<file path="src/design/sfs_pkg.sv">
// ----------------------------------------------------------------------------
// sfs_pkg
// Shared types and constants of the sliding frame stacker: sample and
// register widths, register indexes and the sequencer state type.
// ----------------------------------------------------------------------------
package sfs_pkg;

   localparam int SAMPLE_W   = 16;
   localparam int CSR_IDX_W  = 2;
   localparam int CSR_DATA_W = 11;
   localparam int FTS_W      = 5;
   localparam int FLEN_W     = 11;

   localparam logic [CSR_IDX_W-1:0] REG_FRAMES_TO_STACK = 2'd0;
   localparam logic [CSR_IDX_W-1:0] REG_FRAME_LENGTH    = 2'd1;
   localparam logic [CSR_IDX_W-1:0] REG_INVERT_SIGNS    = 2'd2;

   localparam logic [FTS_W-1:0]  FTS_RESET  = 5'd1;
   localparam logic [FLEN_W-1:0] FLEN_RESET = 11'd1024;

   localparam logic signed [SAMPLE_W-1:0] SAMPLE_MAX = 16'sh7FFF;
   localparam logic signed [SAMPLE_W-1:0] SAMPLE_MIN = 16'sh8000;

   typedef enum logic [3:0] {
      ST_IDLE   = 4'b0001,
      ST_READ   = 4'b0010,
      ST_DIVIDE = 4'b0100,
      ST_HOLD   = 4'b1000
   } state_type;

endpackage

</file>
<file path="src/design/sfs_divider.sv">
// ----------------------------------------------------------------------------
// sfs_divider
// Bit-serial restoring divider: divides a signed sum by N, rounding half
// away from zero, and saturates the quotient to a signed sample.
// ----------------------------------------------------------------------------
module sfs_divider #(
   parameter int SUM_W = 21,
   parameter int N_W   = 5
) (
   input  logic                                clock,
   input  logic                                reset,
   input  logic                                start,
   input  logic signed [SUM_W-1:0]             sum,
   input  logic [N_W-1:0]                      n,
   output logic                                done,
   output logic signed [sfs_pkg::SAMPLE_W-1:0] result
);

   localparam int DIV_W = N_W + 1;
   localparam int CNT_W = $clog2(SUM_W + 1);

   logic [SUM_W-1:0] num_ff, num_in;
   logic [DIV_W-1:0] rem_ff, rem_in;
   logic [DIV_W-1:0] dvs_ff, dvs_in;
   logic [CNT_W-1:0] cnt_ff, cnt_in;
   logic             neg_ff, neg_in;
   logic             busy_ff, busy_in;
   logic             done_ff, done_in;

   logic [SUM_W-1:0] mag;
   logic [DIV_W:0]   trial;
   logic             q_bit;

   always_comb begin
      mag    = sum[SUM_W-1] ? SUM_W'(-sum) : SUM_W'(sum);
      trial  = {rem_ff, num_ff[SUM_W-1]};
      q_bit  = (trial >= {1'b0, dvs_ff});
      num_in = num_ff;
      rem_in = rem_ff;
      dvs_in = dvs_ff;
      cnt_in = cnt_ff;
      neg_in = neg_ff;
      busy_in = busy_ff;
      done_in = 1'b0;
      if (start) begin
         num_in  = SUM_W'({mag, 1'b0}) + SUM_W'(n);
         rem_in  = '0;
         dvs_in  = {n, 1'b0};
         cnt_in  = CNT_W'(SUM_W);
         neg_in  = sum[SUM_W-1];
         busy_in = 1'b1;
      end else if (busy_ff) begin
         rem_in = q_bit ? DIV_W'(trial - {1'b0, dvs_ff}) : DIV_W'(trial);
         num_in = {num_ff[SUM_W-2:0], q_bit};
         cnt_in = cnt_ff - CNT_W'(1);
         if (cnt_ff == CNT_W'(1)) begin
            busy_in = 1'b0;
            done_in = 1'b1;
         end
      end
   end

   always_ff @(posedge clock) begin
      if (reset) begin
         busy_ff <= 1'b0;
         done_ff <= 1'b0;
         cnt_ff  <= '0;
      end else begin
         busy_ff <= busy_in;
         done_ff <= done_in;
         cnt_ff  <= cnt_in;
      end
   end

   always_ff @(posedge clock) begin
      num_ff <= num_in;
      rem_ff <= rem_in;
      dvs_ff <= dvs_in;
      neg_ff <= neg_in;
   end

   // saturate and restore the sign
   always_comb begin
      if (neg_ff) begin
         if (num_ff >= SUM_W'(32768)) begin
            result = sfs_pkg::SAMPLE_MIN;
         end else begin
            result = sfs_pkg::SAMPLE_W'(16'd0 - num_ff[sfs_pkg::SAMPLE_W-1:0]);
         end
      end else begin
         if (num_ff > SUM_W'(32767)) begin
            result = sfs_pkg::SAMPLE_MAX;
         end else begin
            result = num_ff[sfs_pkg::SAMPLE_W-1:0];
         end
      end
   end

   assign done = done_ff;

endmodule
</file>
<file path="config.mk">
export PLATFORM = sky130hd
export DESIGN_NAME = sfs_divider
export DESIGN_NICKNAME = d
export VERILOG_FILES = /design/src/design/sfs_pkg.sv /design/src/design/sfs_divider.sv
export SDC_FILE = /design/constraint.sdc
export NUM_CORES = 1
export LEC_CHECK = 0
export ABC_AREA = 1
export BUFFER_PORTS_ARGS = -buffer_cell sky130_fd_sc_hd__buf_2
export CORE_UTILIZATION = 45
export CTS_CLUSTER_DIAMETER = 40
export DETAILED_ROUTE_END_ITERATION = 10
export MAX_ROUTING_LAYER = met4
export PLACE_DENSITY = 0.72
export SLEW_MARGIN = 5
export SYNTH_ARGS = -nofsm -noshare
export SYNTH_HDL_FRONTEND = slang
export SYNTH_SLANG_ARGS = --single-unit
</file>
<file path="constraint.sdc">
create_clock -name clock -period 4.97 [get_ports clock]
set_input_delay 0.7455 -clock clock [delete_from_list [all_inputs] [get_ports clock]]
set_output_delay 0.7455 -clock clock [all_outputs]
set_load 0.05 [all_outputs]
</file>
==> flow_metrics.tcl, run 1 <==
set metrics [dict create \
    run_status "finished clean" \
    finalWorstPathRequiredPeriod_ps 3280 \
    synth.area.mux_share_pct 0 \
    yosys_register_bits 40 \
    n_antenna_cell 0 \
    routed_via_density 5.07 \
    syn_area_per_cell_sq_um 6.69 \
    area_delta_synth_final_pct 11.9 \
    place_ws_ps 1800 \
    cp_data_arrival_time_ps 2540 \
    initial_utilization_pct 46.4 \
    detailroute.via_count 3443 \
    synthesis.instances 533 \
    groute.usage.overall_pct 21.4 \
    cts_buffer_depth 2 \
    tritoncts "done" \
    firstDrtPassIters 5 \
    clkTransAtPathRegs_ps 80 \
    top_level_i_o_count 46 \
    irDropWorstVdd_mv 0.137 \
    area_taken_by_multi_input_logic_gates_sq_um 2150 \
    globalRouteOverflowTotal 0 \
    syn_area_sq_um 3570 \
    layout_commonest_cell "sky130_fd_sc_hd__nand2_1" \
    worst-path-buf-inv 2 \
    count_of_pins_over_their_slew_limit 0 \
    synth.top_cells.by_area "sky130_fd_sc_hd__edfxtp_1, sky130_fd_sc_hd__nand2_1, sky130_fd_sc_hd__inv_1" \
    synth_fa_ha_area_share_pct 6.04 \
    instances_no_fill 679 \
    drc_violations 0 \
    die_area_sq_um 8280 \
    yosysTopAreaCellShare_pct 22.7 \
    crit_chain "inv_1 > ha_1 > nand3_1 > nor2_1 > nand2_1 > nor2_2 > nand3_1 > nor3_1 > a21oi_1 > o21ai_1 > buf_2" \
    worst_hold_slack_ps 480 \
    synth.lib_cells_used.distinct 45 \
    cellPowerDensity_nw_per_um2 265 \
    min_delay_worst_type "flip-flop to flip-flop" \
    place_inst 671 \
    finalHoldViolations 0 \
    power_leakage_nw 1.90 \
    cts_repair_resize_count 0 \
    core.rowCount 32 \
    hp-start "cnt_ff[4]" \
    synth_compound_area_share_pct 13.4 \
    final_core_util_pct 51.9 \
    path_class "flip-flop to output port" \
    worstMarginPinSlew_ps 948 \
    timing.critical_path.from_type "flip-flop" \
    maxClockFrequency_mhz 304 \
    port_buffers 45 \
    worst_path_max_delay_cell "sky130_fd_sc_hd__edfxtp_1" \
    critical_path.reg2reg.startpoint "rem_ff[0]" \
    cts-htree-levels 2 \
    total_area_of_sequential_cells_sq_um 1070 \
    ctsHoldBuffers 0 \
    yosys.area.top_type "sky130_fd_sc_hd__edfxtp_1" \
    ant_nets 0 \
    critical_path.startpoint "num_ff[0]" \
    cts_root_buf "sky130_fd_sc_hd__clkbuf_8" \
    place.gp.congestion 0.868 \
    drv.max_cap_violation_count 0 \
    yosysSeqAreaShare_pct 30.0 \
    yosys.area_share.simple_pct 36.9 \
    drt_first_iter_violations 187 \
    routed_wire_length_per_instance_microns 11.8 \
    min_period_over_period_pct 66.1 \
    fin_tns_setup_ps 0 \
    syn-num-nets 578 \
    largest_family_of_logic_cells_by_synthesized_area "simple AND/OR/NAND/NOR gates" \
    final.fill_count 782 \
    first_global_vias 3191 \
    die_y_microns 91.0 \
    rsz0062_at_grt "no" \
    core-area_sq_um 7690 \
    worst_skew_pair.late_latency_ps 290 \
    crit_fanout 5 \
    tritoncts.num_buffers 5 \
    layout_common_cells "sky130_fd_sc_hd__nand2_1, sky130_fd_sc_hd__inv_1, sky130_fd_sc_hd__nor2_1" \
    detailedPlacementHpwl_microns 6450 \
    grt_antenna_before_repair 0 \
    required_ps 4220 \
    post_layout_worst_setup_margin_ps 1690 \
    synth-warning-count 0 \
    die_width_microns 91.0 \
    worst_clock_skew_ps 7.20 \
    report.final.setup_viol 0 \
    worst_setup_path_end_kind "output port" \
    most_frequent_cp_cell "sky130_fd_sc_hd__nand3_1" \
    post_synth_xor_area_fraction_pct 3.93 \
    detail_route.wirelength_microns 8040 \
    cts_setup_buffers 0 \
    cpLargestDelayFamily "simple AND/OR/NAND/NOR gates" \
    drive_gt1_share_pct 15.8 \
    maxSlewHeadroom_pct 36.7 \
    critical-path-max-stage-delay_ps 410 \
    nNetsFinal 621 \
    grt_pass1_wl_microns 14200 \
    tritoncts_num_sinks 40 \
    grt_max_degree 32 \
]
-- per-stage QoR --
stage               total power, mW  instance area (sq um)
finish                         1.06                   3990
global route                   1.13                   3990
global placement              0.780                   3870
CTS                            1.06                   3990
detailed placement            0.787                   3870
floorplan                     0.698                   3570
-- layer usage --
metal  wire length [microns]  track usage (%)  vias up
li1                        -                -     1834
met1                    4120             28.6     1519
met2                    3540             34.8       82
met3                     317             2.51        8
met4                      57             4.63        0
met5                       0                -        -
-- worst paths after layout --
kind | end | slack [ps] | depth (start not counted)
hold / removal | cnt_ff[4] | 480 | 2
hold reg to reg | cnt_ff[4] | 480 | 2
setup / recovery | result[12] | 1690 | 11
setup reg to reg | rem_ff[2] | 2800 | 10
-- worst register-to-register path, cell delays in order (launching register included) --
cell and delay (ps):
sky130_fd_sc_hd__dfxtp_1 330, sky130_fd_sc_hd__inv_1 50, sky130_fd_sc_hd__ha_1 210, sky130_fd_sc_hd__fa_1 400, sky130_fd_sc_hd__inv_1 70, sky130_fd_sc_hd__a21o_1 110
sky130_fd_sc_hd__a21oi_1 70, sky130_fd_sc_hd__or2_2 290, sky130_fd_sc_hd__nand2_1 200, sky130_fd_sc_hd__nand2_1 90, sky130_fd_sc_hd__a32o_1 250
-- sequential cells by signal, summed over array words and instances (netlist names) --
register,cells
done,1
cnt_ff,5
num_ff,21
busy_ff,1
neg_ff,1
dvs_ff,5
rem_ff,6
-- power by group --
part	leakage [nW]	switching, mW	total (mW)	internal (mW)
Clock	0.0591	0.122	0.274	0.152
Sequential	0.381	0.0302	0.429	0.399
Combinational	1.46	0.246	0.353	0.107
-- layout make-up --
class	count	share of cell area, %
Inverter	78	7.34
Tap cell	102	3.20
Clock buffer	5	1.73
Sequential cell	40	26.9
Multi-Input combinational cell	405	53.9
Timing Repair Buffer	46	5.83
Clock inverter	3	1.13
-- cells in the mapped netlist --
master                      count
sky130_fd_sc_hd__nand2_1      150
sky130_fd_sc_hd__inv_1         73
sky130_fd_sc_hd__nor2_1        51
sky130_fd_sc_hd__nand3_1       45
sky130_fd_sc_hd__edfxtp_1      27
sky130_fd_sc_hd__o21ai_0       26
sky130_fd_sc_hd__a21oi_1       15
sky130_fd_sc_hd__ha_1          14
sky130_fd_sc_hd__nand2_2       14
sky130_fd_sc_hd__dfxtp_1       13
sky130_fd_sc_hd__xor2_1        11
sky130_fd_sc_hd__nor2_2         7
sky130_fd_sc_hd__o21ai_1        7
sky130_fd_sc_hd__clkbuf_1       6
sky130_fd_sc_hd__nand4_1        6
sky130_fd_sc_hd__nor3_1         6
sky130_fd_sc_hd__o211ai_1       6
sky130_fd_sc_hd__o221ai_1       5
sky130_fd_sc_hd__xnor2_1        5
sky130_fd_sc_hd__a31oi_1        4
sky130_fd_sc_hd__inv_2          4
sky130_fd_sc_hd__nor4_1         4
sky130_fd_sc_hd__nor2_4         3
sky130_fd_sc_hd__o22ai_1        3
sky130_fd_sc_hd__o31ai_1        3
sky130_fd_sc_hd__a21oi_2        2
sky130_fd_sc_hd__buf_2          2
sky130_fd_sc_hd__fa_1           2
sky130_fd_sc_hd__nand3b_1       2
sky130_fd_sc_hd__or2_2          2
sky130_fd_sc_hd__a2111oi_0      1
sky130_fd_sc_hd__a211oi_1       1
sky130_fd_sc_hd__a21o_1         1
sky130_fd_sc_hd__a22o_1         1
sky130_fd_sc_hd__a22oi_1        1
sky130_fd_sc_hd__a32o_1         1
sky130_fd_sc_hd__buf_4          1
sky130_fd_sc_hd__buf_6          1
sky130_fd_sc_hd__clkinv_1       1
sky130_fd_sc_hd__nand2_4        1
sky130_fd_sc_hd__nand3_2        1
sky130_fd_sc_hd__nor2_8         1
sky130_fd_sc_hd__nor3_2         1
sky130_fd_sc_hd__o21ai_2        1
sky130_fd_sc_hd__o21bai_1       1
-- kinds of logic (layout without fill, tap and decap cells) --
kind of cell | Yosys count | in the layout
and+or+nand+nor | 294 | 294
buffers and inverters | 88 | 132
AOI/OAI and AO/OA | 79 | 79
DFF | 40 | 40
adders and majority gates | 16 | 16
xor gates and xnor gates | 16 | 16
(Power assumes the default switching activity.)
==> run 2: changes to the inputs <==
Settings changed: PLACE_DENSITY 0.72 to 0.74.
Clock period 4.97 ns to 2.7 ns, I/O delays scaled along.
==> flow_metrics.tcl, run 2 (synthesis gave the netlist of run 1 again) <==
set metrics [dict create \
    worst_clock_skew_ps 9.66 \
    most_frequent_cp_cell "sky130_fd_sc_hd__nand3_2" \
    grt_pass1_wl_microns 14500 \
    report.final.setup_viol 0 \
    largest-register "num_ff" \
    port_buffers 45 \
    cellPowerDensity_nw_per_um2 480 \
    routed_wire_length_per_instance_microns 12.4 \
    largest_register_ffs 21 \
    clkTransAtPathRegs_ps 90 \
    die_width_microns 91.0 \
    place_ws_ps 0.528 \
    detail_route.wirelength_microns 8570 \
    layout_commonest_cell "sky130_fd_sc_hd__nand2_1" \
    detailedPlacementHpwl_microns 6640 \
    core-area_sq_um 7690 \
    layout_common_cells "sky130_fd_sc_hd__nand2_1, sky130_fd_sc_hd__inv_1, sky130_fd_sc_hd__nor2_1" \
    worst_path_max_delay_cell "sky130_fd_sc_hd__edfxtp_1" \
    place.gp.congestion 0.889 \
    worstMarginPinSlew_ps 541 \
    drc_violations 0 \
    firstDrtPassIters 5 \
    power_mw 2.02 \
    groute.usage.overall_pct 21.8 \
    detailed_place.area_sq_um 3950 \
    final.fill_count 763 \
    ctsHoldBuffers 0 \
    routed_via_density 5.18 \
    grt_antenna_before_repair 0 \
    finalWorstPathRequiredPeriod_ps 2650 \
    die_y_microns 91.0 \
    biggestRegsByFlops "num_ff: 21 flops, rem_ff: 6 flops" \
    final_design_area_no_fill_sq_um 4220 \
    tritoncts_num_sinks 40 \
    path_class "flip-flop to output port" \
    crit_fanout 4 \
    maxSlewHeadroom_pct 63.9 \
    run_status "finished clean" \
    cts_buffer_depth 2 \
    globalRouteOverflowTotal 0 \
    first_global_vias 3223 \
    min_delay_worst_type "primary input to flip-flop" \
    grt_max_degree 32 \
    worst_skew_pair.late_latency_ps 300 \
    cts_root_buf "sky130_fd_sc_hd__clkbuf_8" \
    tritoncts.num_buffers 5 \
    post_layout_worst_setup_margin_ps 49.8 \
    final_core_util_pct 54.9 \
    drv.max_cap_violation_count 0 \
    tritoncts "done" \
    rsz0062_at_grt "yes" \
    worst_setup_path_end_kind "output port" \
    irDropWorstVdd_mv 0.244 \
    drive_gt1_share_pct 21.3 \
    crit_chain "inv_2 > ha_4 > nand3_2 > nor2_2 > nand2_2 > nor2_4 > nand3_2 > nor2_1 > nand3_1 > xor2_1 > nand2_1 > o211ai_1 > buf_4" \
    count_of_pins_over_their_slew_limit 0 \
    core.rowCount 32 \
    cts-htree-levels 2 \
    worst_hold_slack_ps 262 \
    nNetsFinal 636 \
    instances_no_fill 694 \
    die_area_sq_um 8280 \
    detailroute.via_count 3596 \
    ant_nets 0 \
    initial_utilization_pct 46.4 \
    required_ps 2300 \
    area_delta_synth_final_pct 18.2 \
    power_leakage_nw 1.99 \
    n_antenna_cell 0 \
    fin_tns_setup_ps 0 \
    drt_first_iter_violations 187 \
    min_period_over_period_pct 98.2 \
    cp_data_arrival_time_ps 2250 \
    maxClockFrequency_mhz 377 \
    place_inst 680 \
    critical-path-max-stage-delay_ps 440 \
    finalHoldViolations 0 \
    timing.critical_path.from_type "flip-flop" \
    top_level_i_o_count 46 \
]
[run 2: routing by layer]
metal,GRT usage [%],up-vias,wire length [microns]
met3,2.60,16,356
li1,-,1870,-
met5,-,-,0
met1,29.9,1605,4210
met4,6.75,0,142
met2,33.6,105,3860
[run 2: final timing paths]
check	startpoint	to	slack (ps)	cells after the start
max reg2reg	rem_ff[0]	rem_ff[1]	440	11
min	reset	cnt_ff[4]	260	2
min reg2reg	cnt_ff[4]	cnt_ff[4]	470	2
max	num_ff[1]	result[14]	50	13
[run 2: cell type report]
type | instances | area [sq um] | share of cell area, %
Clock inverter | 3 | 45.0 | 1.07
Sequential cell | 40 | 1070 | 25.4
Multi-Input combinational cell | 405 | 2240 | 53.1
Tap cell | 102 | 128 | 3.03
Inverter | 78 | 293 | 6.94
Timing Repair Buffer | 61 | 370 | 8.78
Clock buffer | 5 | 68.8 | 1.63
[run 2: repair_timing]
item	4_1_cts	5_1_grt
pin swaps	0	7
setup buffers	0	6
endpoints found under the setup margin	5	16
cloned	0	0
gates resized for setup	5	32
[run 2: report_power, final]
part           switching, mW  internal [mW]  total [mW]
registers             0.0574          0.734       0.791
clock network          0.228          0.279       0.507
logic                  0.489          0.237       0.726
total                  0.774           1.25        2.02
[run 2: critical path, delay by kind of cell (launching register included)]
kind / cells / cell delay, ps
and+or+nand+nor: 8 / 800
DFF: 1 / 440
buffers and inverters: 2 / 340
adders and majority gates: 1 / 140
xor gates and xnor gates: 1 / 130
AOI/OAI and AO/OA: 1 / 70
